File: src/design/btda_pkg.sv
`default_nettype none

package btda_pkg;

    localparam int VALUE_BITS_DEF = 32;
    localparam int IN_W           = 32;
    localparam int CHAR_W         = 8;
    localparam int LEN_W          = 4;
    localparam int DIGIT_W        = 4;

    localparam logic [CHAR_W-1:0] ASCII_ZERO  = 8'd48;
    localparam logic [CHAR_W-1:0] ASCII_MINUS = 8'd45;

    // decimal digits needed for the largest unsigned value of the given width
    function automatic int digits_for(input int bits);
        return ((bits * 1233) >> 12) + 1;
    endfunction

    typedef struct packed {
        logic load;
        logic bin_shift;
        logic dig_shift;
    } t_dab_ctl;

endpackage

`default_nettype wire

File: src/design/btda_dabble.sv
`default_nettype none

module btda_dabble #(
    parameter int VALUE_BITS = btda_pkg::VALUE_BITS_DEF
) (
    input  wire logic                         i_clk,
    input  wire btda_pkg::t_dab_ctl           i_ctl,
    input  wire logic [VALUE_BITS-1:0]        i_mag,
    output logic      [btda_pkg::DIGIT_W-1:0] o_top_digit
);
    import btda_pkg::*;

    localparam int NDIG  = digits_for(VALUE_BITS);
    localparam int BCD_W = NDIG * DIGIT_W;

    logic [VALUE_BITS-1:0] r_bin;
    logic [BCD_W-1:0]      r_bcd;
    logic [BCD_W-1:0]      w_adj;

    // add 3 to every digit of 5 or more before the next doubling
    always_comb begin
        for (int d = 0; d < NDIG; d++) begin
            if (r_bcd[d*DIGIT_W +: DIGIT_W] >= DIGIT_W'(5)) begin
                w_adj[d*DIGIT_W +: DIGIT_W] = r_bcd[d*DIGIT_W +: DIGIT_W] + DIGIT_W'(3);
            end else begin
                w_adj[d*DIGIT_W +: DIGIT_W] = r_bcd[d*DIGIT_W +: DIGIT_W];
            end
        end
    end

    always_ff @(posedge i_clk) begin
        if (i_ctl.load) begin
            r_bin <= i_mag;
            r_bcd <= '0;
        end else if (i_ctl.bin_shift) begin
            r_bin <= {r_bin[VALUE_BITS-2:0], 1'b0};
            r_bcd <= {w_adj[BCD_W-2:0], r_bin[VALUE_BITS-1]};
        end else if (i_ctl.dig_shift) begin
            r_bcd <= {r_bcd[BCD_W-DIGIT_W-1:0], {DIGIT_W{1'b0}}};
        end
    end

    assign o_top_digit = r_bcd[BCD_W-1 -: DIGIT_W];

endmodule

`default_nettype wire

File: src/design/binary_to_decimal_ascii.sv
// the first character follows start after the double dabble loop and the leading zero skip
// a new transaction is accepted only in idle, which the block reaches with the last character
// the double dabble loop takes one bit per cycle, and the zero skip and emission
// take one digit per cycle
// characters follow back to back, one per cycle; the receiver cannot stall them
// synchronous active-low reset returns to idle and drops the strobe
`default_nettype none

module binary_to_decimal_ascii #(
    parameter int VALUE_BITS = btda_pkg::VALUE_BITS_DEF
) (
    input  wire logic                        i_clk,
    input  wire logic                        i_rst_n,
    input  wire logic                        start,
    output logic                             busy,
    input  wire logic                        i_action,
    input  wire logic [btda_pkg::IN_W-1:0]   i_value,
    output logic                             o_strobe,
    output logic      [btda_pkg::CHAR_W-1:0] o_character,
    output logic      [btda_pkg::LEN_W-1:0]  o_text_length,
    output logic                             o_last
);
    import btda_pkg::*;

    localparam int NDIG  = digits_for(VALUE_BITS);
    localparam int BIT_W = $clog2(VALUE_BITS);
    localparam int CNT_W = $clog2(NDIG + 1);

    localparam logic [1:0] S_IDLE = 2'd0;
    localparam logic [1:0] S_CONV = 2'd1;
    localparam logic [1:0] S_SKIP = 2'd2;
    localparam logic [1:0] S_EMIT = 2'd3;

    logic [1:0]            r_state, n_state;
    logic [BIT_W-1:0]      r_bitcnt, n_bitcnt;
    logic [CNT_W-1:0]      r_ndig, n_ndig;
    logic                  r_neg, n_neg;
    logic [LEN_W-1:0]      r_len, n_len;
    logic                  n_strobe, n_last;
    logic [CHAR_W-1:0]     n_character;
    logic [LEN_W-1:0]      n_text_length;

    logic [VALUE_BITS-1:0] w_word, w_mag;
    logic                  w_neg;
    logic [CNT_W:0]        w_total;
    logic [DIGIT_W-1:0]    w_top;
    t_dab_ctl              w_ctl;

    assign w_word  = VALUE_BITS'(i_value);
    assign w_neg   = i_action & w_word[VALUE_BITS-1];
    assign w_mag   = w_neg ? (~w_word + 1'b1) : w_word;
    assign w_total = {1'b0, r_ndig} + (CNT_W+1)'(r_neg);
    assign busy    = (r_state != S_IDLE);

    btda_dabble #(.VALUE_BITS(VALUE_BITS)) u_dabble (
        .i_clk       (i_clk),
        .i_ctl       (w_ctl),
        .i_mag       (w_mag),
        .o_top_digit (w_top)
    );

    always_comb begin
        n_state       = r_state;
        n_bitcnt      = r_bitcnt;
        n_ndig        = r_ndig;
        n_neg         = r_neg;
        n_len         = r_len;
        n_strobe      = 1'b0;
        n_last        = 1'b0;
        n_character   = o_character;
        n_text_length = o_text_length;
        w_ctl         = '0;
        unique case (r_state)
            S_IDLE: begin
                if (start) begin
                    w_ctl.load = 1'b1;
                    n_neg      = w_neg;
                    n_bitcnt   = BIT_W'(VALUE_BITS - 1);
                    n_state    = S_CONV;
                end
            end
            S_CONV: begin
                w_ctl.bin_shift = 1'b1;
                n_bitcnt        = r_bitcnt - 1'b1;
                if (r_bitcnt == '0) begin
                    n_ndig  = CNT_W'(NDIG);
                    n_state = S_SKIP;
                end
            end
            S_SKIP: begin
                if (w_top == '0 && r_ndig > CNT_W'(1)) begin
                    w_ctl.dig_shift = 1'b1;
                    n_ndig          = r_ndig - 1'b1;
                end else begin
                    n_len   = LEN_W'(w_total);
                    n_state = S_EMIT;
                end
            end
            S_EMIT: begin
                n_strobe      = 1'b1;
                n_text_length = r_len;
                if (r_neg) begin
                    n_character = ASCII_MINUS;
                    n_neg       = 1'b0;
                end else begin
                    n_character     = ASCII_ZERO + CHAR_W'(w_top);
                    w_ctl.dig_shift = 1'b1;
                    n_ndig          = r_ndig - 1'b1;
                    if (r_ndig == CNT_W'(1)) begin
                        n_last  = 1'b1;
                        n_state = S_IDLE;
                    end
                end
            end
            default: n_state = S_IDLE;
        endcase
    end

    always_ff @(posedge i_clk) begin
        if (!i_rst_n) begin
            r_state  <= S_IDLE;
            o_strobe <= 1'b0;
        end else begin
            r_state  <= n_state;
            o_strobe <= n_strobe;
        end
    end

    always_ff @(posedge i_clk) begin
        r_bitcnt      <= n_bitcnt;
        r_ndig        <= n_ndig;
        r_neg         <= n_neg;
        r_len         <= n_len;
        o_last        <= n_last;
        o_character   <= n_character;
        o_text_length <= n_text_length;
    end

endmodule

`default_nettype wire

File: config.mk
export PLATFORM = sky130hd
export DESIGN_NAME = binary_to_decimal_ascii
export DESIGN_NICKNAME = d
export VERILOG_FILES = /design/src/design/btda_pkg.sv /design/src/design/btda_dabble.sv /design/src/design/binary_to_decimal_ascii.sv
export SDC_FILE = /design/constraint.sdc
export NUM_CORES = 1
export LEC_CHECK = 0
export BUFFER_PORTS_ARGS = -buffer_cell sky130_fd_sc_hd__buf_4
export CELL_PAD_IN_SITES_DETAIL_PLACEMENT = 0
export CELL_PAD_IN_SITES_GLOBAL_PLACEMENT = 1
export CORE_MARGIN = 2
export CORE_UTILIZATION = 51
export DETAILED_ROUTE_END_ITERATION = 10
export HOLD_SLACK_MARGIN = 0.12
export PLACE_DENSITY_LB_ADDON = 0.1
export SKIP_CTS_REPAIR_TIMING = 1
export SLEW_MARGIN = 30
export SYNTH_ARGS = -nofsm -noshare
export SYNTH_HDL_FRONTEND = slang
export SYNTH_HIERARCHICAL = 1
export SYNTH_SLANG_ARGS = --single-unit
File: constraint.sdc
create_clock -name i_clk -period 5.1 [get_ports i_clk]
set_input_delay 0.51 -clock i_clk [delete_from_list [all_inputs] [get_ports i_clk]]
set_output_delay 0.51 -clock i_clk [all_outputs]
set_load 0.05 [all_outputs]
==> results.sh <==
export IMPL_synth_seq_cells=99
export IMPL_clockPowerShare_pct=20.6
export IMPL_r2r_start="r_state[0]$_SDFFE_PN0P_"
export IMPL_firstDrtPassIters=5
export IMPL_drtIter0Drc=269
export IMPL_placementRows=39
export IMPL_wl_um=11800
export IMPL_whs_path_depth=3
export IMPL_worstMarginPinSlew_ps=854
export IMPL_fin_crit_sh_pct=52.9
export IMPL_antenna_found_initial=0
export IMPL_ir_worst_vdd_mv=0.320
export IMPL_drive_gt1_share_pct=13.2
export IMPL_powerDensity_nw_per_um2=542
export IMPL_die_w_um=112
export IMPL_ys_async_sr_fraction_pct=0
export IMPL_avgViaCountPerCell=5.74
export IMPL_seq_power_share_pct=39.9
export IMPL_required_ps=5290
export IMPL_r2r_end="u_dabble/r_bcd[3]$_SDFFE_PP0P_"
export IMPL_io_pins=51
export IMPL_slew_limit_headroom_pct=43.1
export IMPL_drc=0
export IMPL_worstSetupPathType="flop to flop"
export IMPL_hold_viol=0
export IMPL_dp_hpwl_um=7940
export IMPL_clk_pin_slew_ps=70
export IMPL_track_usage_pct=19.7
export IMPL_num_vias=4418
export IMPL_switching_share_pct=38.6
export IMPL_initial_core_util_pct=52.3
export IMPL_yosys_warnings=6
export IMPL_cts_tree="yes"
export IMPL_io_buffers=47
export IMPL_synth_avg_cell_area_um2=10.1
export IMPL_hold_path_end="o_strobe$_SDFF_PN0_"
export IMPL_finClkSkew_ps=8.66
export IMPL_setup_viol=0
export IMPL_nets=689
export IMPL_synth_cell_types=54
export IMPL_cts_path_max_buffers=2
export IMPL_h_tree_depth=3
export IMPL_wl_per_cell_um=15.4
export IMPL_run_status="finished, final reports clean"
export IMPL_worstRegToRegCells=7
export IMPL_fp_coreArea_um2=11500
export IMPL_place_gp_congestion=0.774
export IMPL_utilization_pct=58.3
export IMPL_synth_edf_count=55
export IMPL_end_kind="flop"
export IMPL_r2r_slack_ps=2400
export IMPL_finalCriticalPeriod_ps=2700
export IMPL_syn_instance_count=596
export IMPL_arrival_ps=2890
export IMPL_grt_max_degree=82
export IMPL_crit_fanout=39
export IMPL_grt_first_pass_wirelength_um=20800
export IMPL_fmax_ghz=0.371
export IMPL_gr_total_overflow=0
export IMPL_die_height_um=112
export IMPL_area_delta_synth_final_pct=11.4
export IMPL_cts_made_buffers=9
export IMPL_insertedDiodeCount=0
export IMPL_die_area_um2=12600
export IMPL_power_leakage_nw=2.37
export IMPL_clk_latency_ps=350
export IMPL_maxSlewViolCount=0
export IMPL_power_switching_mw=1.40
export IMPL_worstHoldStart="i_rst_n"
export IMPL_comb_power_share_pct=39.5
export IMPL_clock_sinks=99
export IMPL_hold_class="primary input to flop"
export IMPL_finalSetupTns_ps=0
export IMPL_first_global_vias=4400
export IMPL_critical_path_startpoint_type="flop"
export IMPL_synth_seq_area_share_pct=42.2
export IMPL_ys_flop_type="edfxtp_1"
export IMPL_rsz0062_at_grt="false"
export IMPL_p_int_mw=2.23
export IMPL_syn_area_um2=6000
export IMPL_cts_root_buf="clkbuf_16"
export IMPL_ant_nets=0
export IMPL_maxCapViolations=0
==> flip-flops by register name (all words and copies together), names as in the netlist <==
name and flops:
u_dabble/r_bcd 40, u_dabble/r_bin 32, o_character 5, r_bitcnt 5
o_text_length 4, r_len 4, r_ndig 4, r_state 2
o_last 1, o_strobe 1, r_neg 1
==> synth_stat cells, drive strengths merged (2+ instances only) <==
cell	count	share of area, %
edfxtp	55	28
nor2	51	3.3
dfxtp	44	15
a21oi	39	3.3
mux2	37	6.9
inv	36	2.3
o21ai	34	2.8
ha	31	6.5
nand2	31	1.9
buf	27	3.0
a211oi	20	2.5
nor3b	20	2.8
nand4b	19	2.8
xor2	18	2.6
xnor2	17	2.5
mux2i	13	2.2
o221ai	13	1.9
nand2b	12	1.3
nor3	11	1.3
a32oi	9	1.3
clkbuf	9	0.56
nand3	6	0.50
o311ai	6	0.88
nor2b	4	0.42
a31oi	3	0.31
and2	3	0.31
nand3b	3	0.38
nor4	3	0.42
o31ai	3	0.38
or2	3	0.31
conb	2	0.13
o41ai	2	0.42
or4b	2	0.40
==> worst max-delay path, stage by stage (launching register included) <==
cell     delay, ps
dfxtp_1        390
ha_1           590
inv_1          240
o21ai_4        200
buf_4          470
nor2_1         340
o21ai_1        220
a21oi_1         80
==> worst max path at each step <==
stage                                      end               startpoint  slack, ps  cells past startpoint
4_1_cts         u_dabble/r_bcd[3]$_SDFFE_PP0P_  r_state[0]$_SDFFE_PN0P_       2360                      7
5_1_grt        u_dabble/r_bcd[15]$_SDFFE_PP0P_  r_state[0]$_SDFFE_PN0P_       2140                      7
2_1_floorplan     u_dabble/r_bin[28]$_DFFE_PP_               i_value[1]       2640                      8
3_5_place_dp      u_dabble/r_bin[28]$_DFFE_PP_               i_value[1]       2080                      9
6_report        u_dabble/r_bcd[3]$_SDFFE_PP0P_  r_state[0]$_SDFFE_PN0P_       2400                      7
3_3_place_gp      u_dabble/r_bin[28]$_DFFE_PP_               i_value[1]       2180                      9
==> routing by layer <==
metal,GRT usage [%],routed length [um],up-vias
met1,26.2,5620,2113
met3,2.70,288,12
met4,7.72,198,0
met5,0,0,-
met2,32.7,5720,62
li1,-,-,2231
==> power groups by stage <==
stage / combinational (mW) / sequential [mW] / clock, mW
after CTS: 1.45 / 1.45 / 0.762
final: 1.43 / 1.45 / 0.744
after global placement: 1.41 / 1.45 / 0
after detailed placement: 1.44 / 1.46 / 0
after global routing: 1.62 / 1.49 / 0.789
after floorplan: 1.17 / 1.41 / 0
==> layout by cell type (no fill, tap or decap), drive strengths merged, types with 4 or more instances in the layout <==
master	instances
a211oi	20
nand3	6
xor2	18
o311ai	6
mux2	37
nor2	51
nor3	11
buf	50
edfxtp	55
nand2b	12
a32oi	9
inv	36
nand2	31
nand4b	19
a21oi	39
mux2i	13
clkbuf	9
nor3b	20
ha	31
dfxtp	44
nor2b	4
xnor2	17
o21ai	34
o221ai	13
==> per-stage QoR <==
step | std cells | worst slack (ps) | area, um^2 | total power [mW] | hold slack [ps]
finish | 770 | 2400 | 6690 | 3.62 | 419
global route | 770 | 2140 | 6690 | 3.90 | 415
CTS | 770 | 2360 | 6690 | 3.66 | 402
detailed placement | 754 | 2080 | 6360 | 2.90 | 405
global placement | 754 | 2180 | 6360 | 2.86 | 404
floorplan | 597 | 2640 | 6000 | 2.58 | 400
==> cell families after synthesis <==
logic type	synth area share [%]
flip-flops	42.2
AO/OA/AOI/OAI	14.5
adder cells (fa/ha/maj)	6.46
multiplexers	9.11
XOR/XNOR	5.11
other	0.125
buffers and inverters	5.82
AND/OR/NAND/NOR	16.6
==> cell type report <==
| cell class | instances | area [um^2] |
|---|---|---|
| clock buffer | 9 | 225 |
| clock inverter | 7 | 101 |
| fill | 987 | 4780 |
| inverter | 36 | 136 |
| multi-input combinational | 426 | 3140 |
| sequential | 99 | 2530 |
| tap | 143 | 179 |
| timing repair buffer | 50 | 375 |
Power figures use the tool's default switching activity.
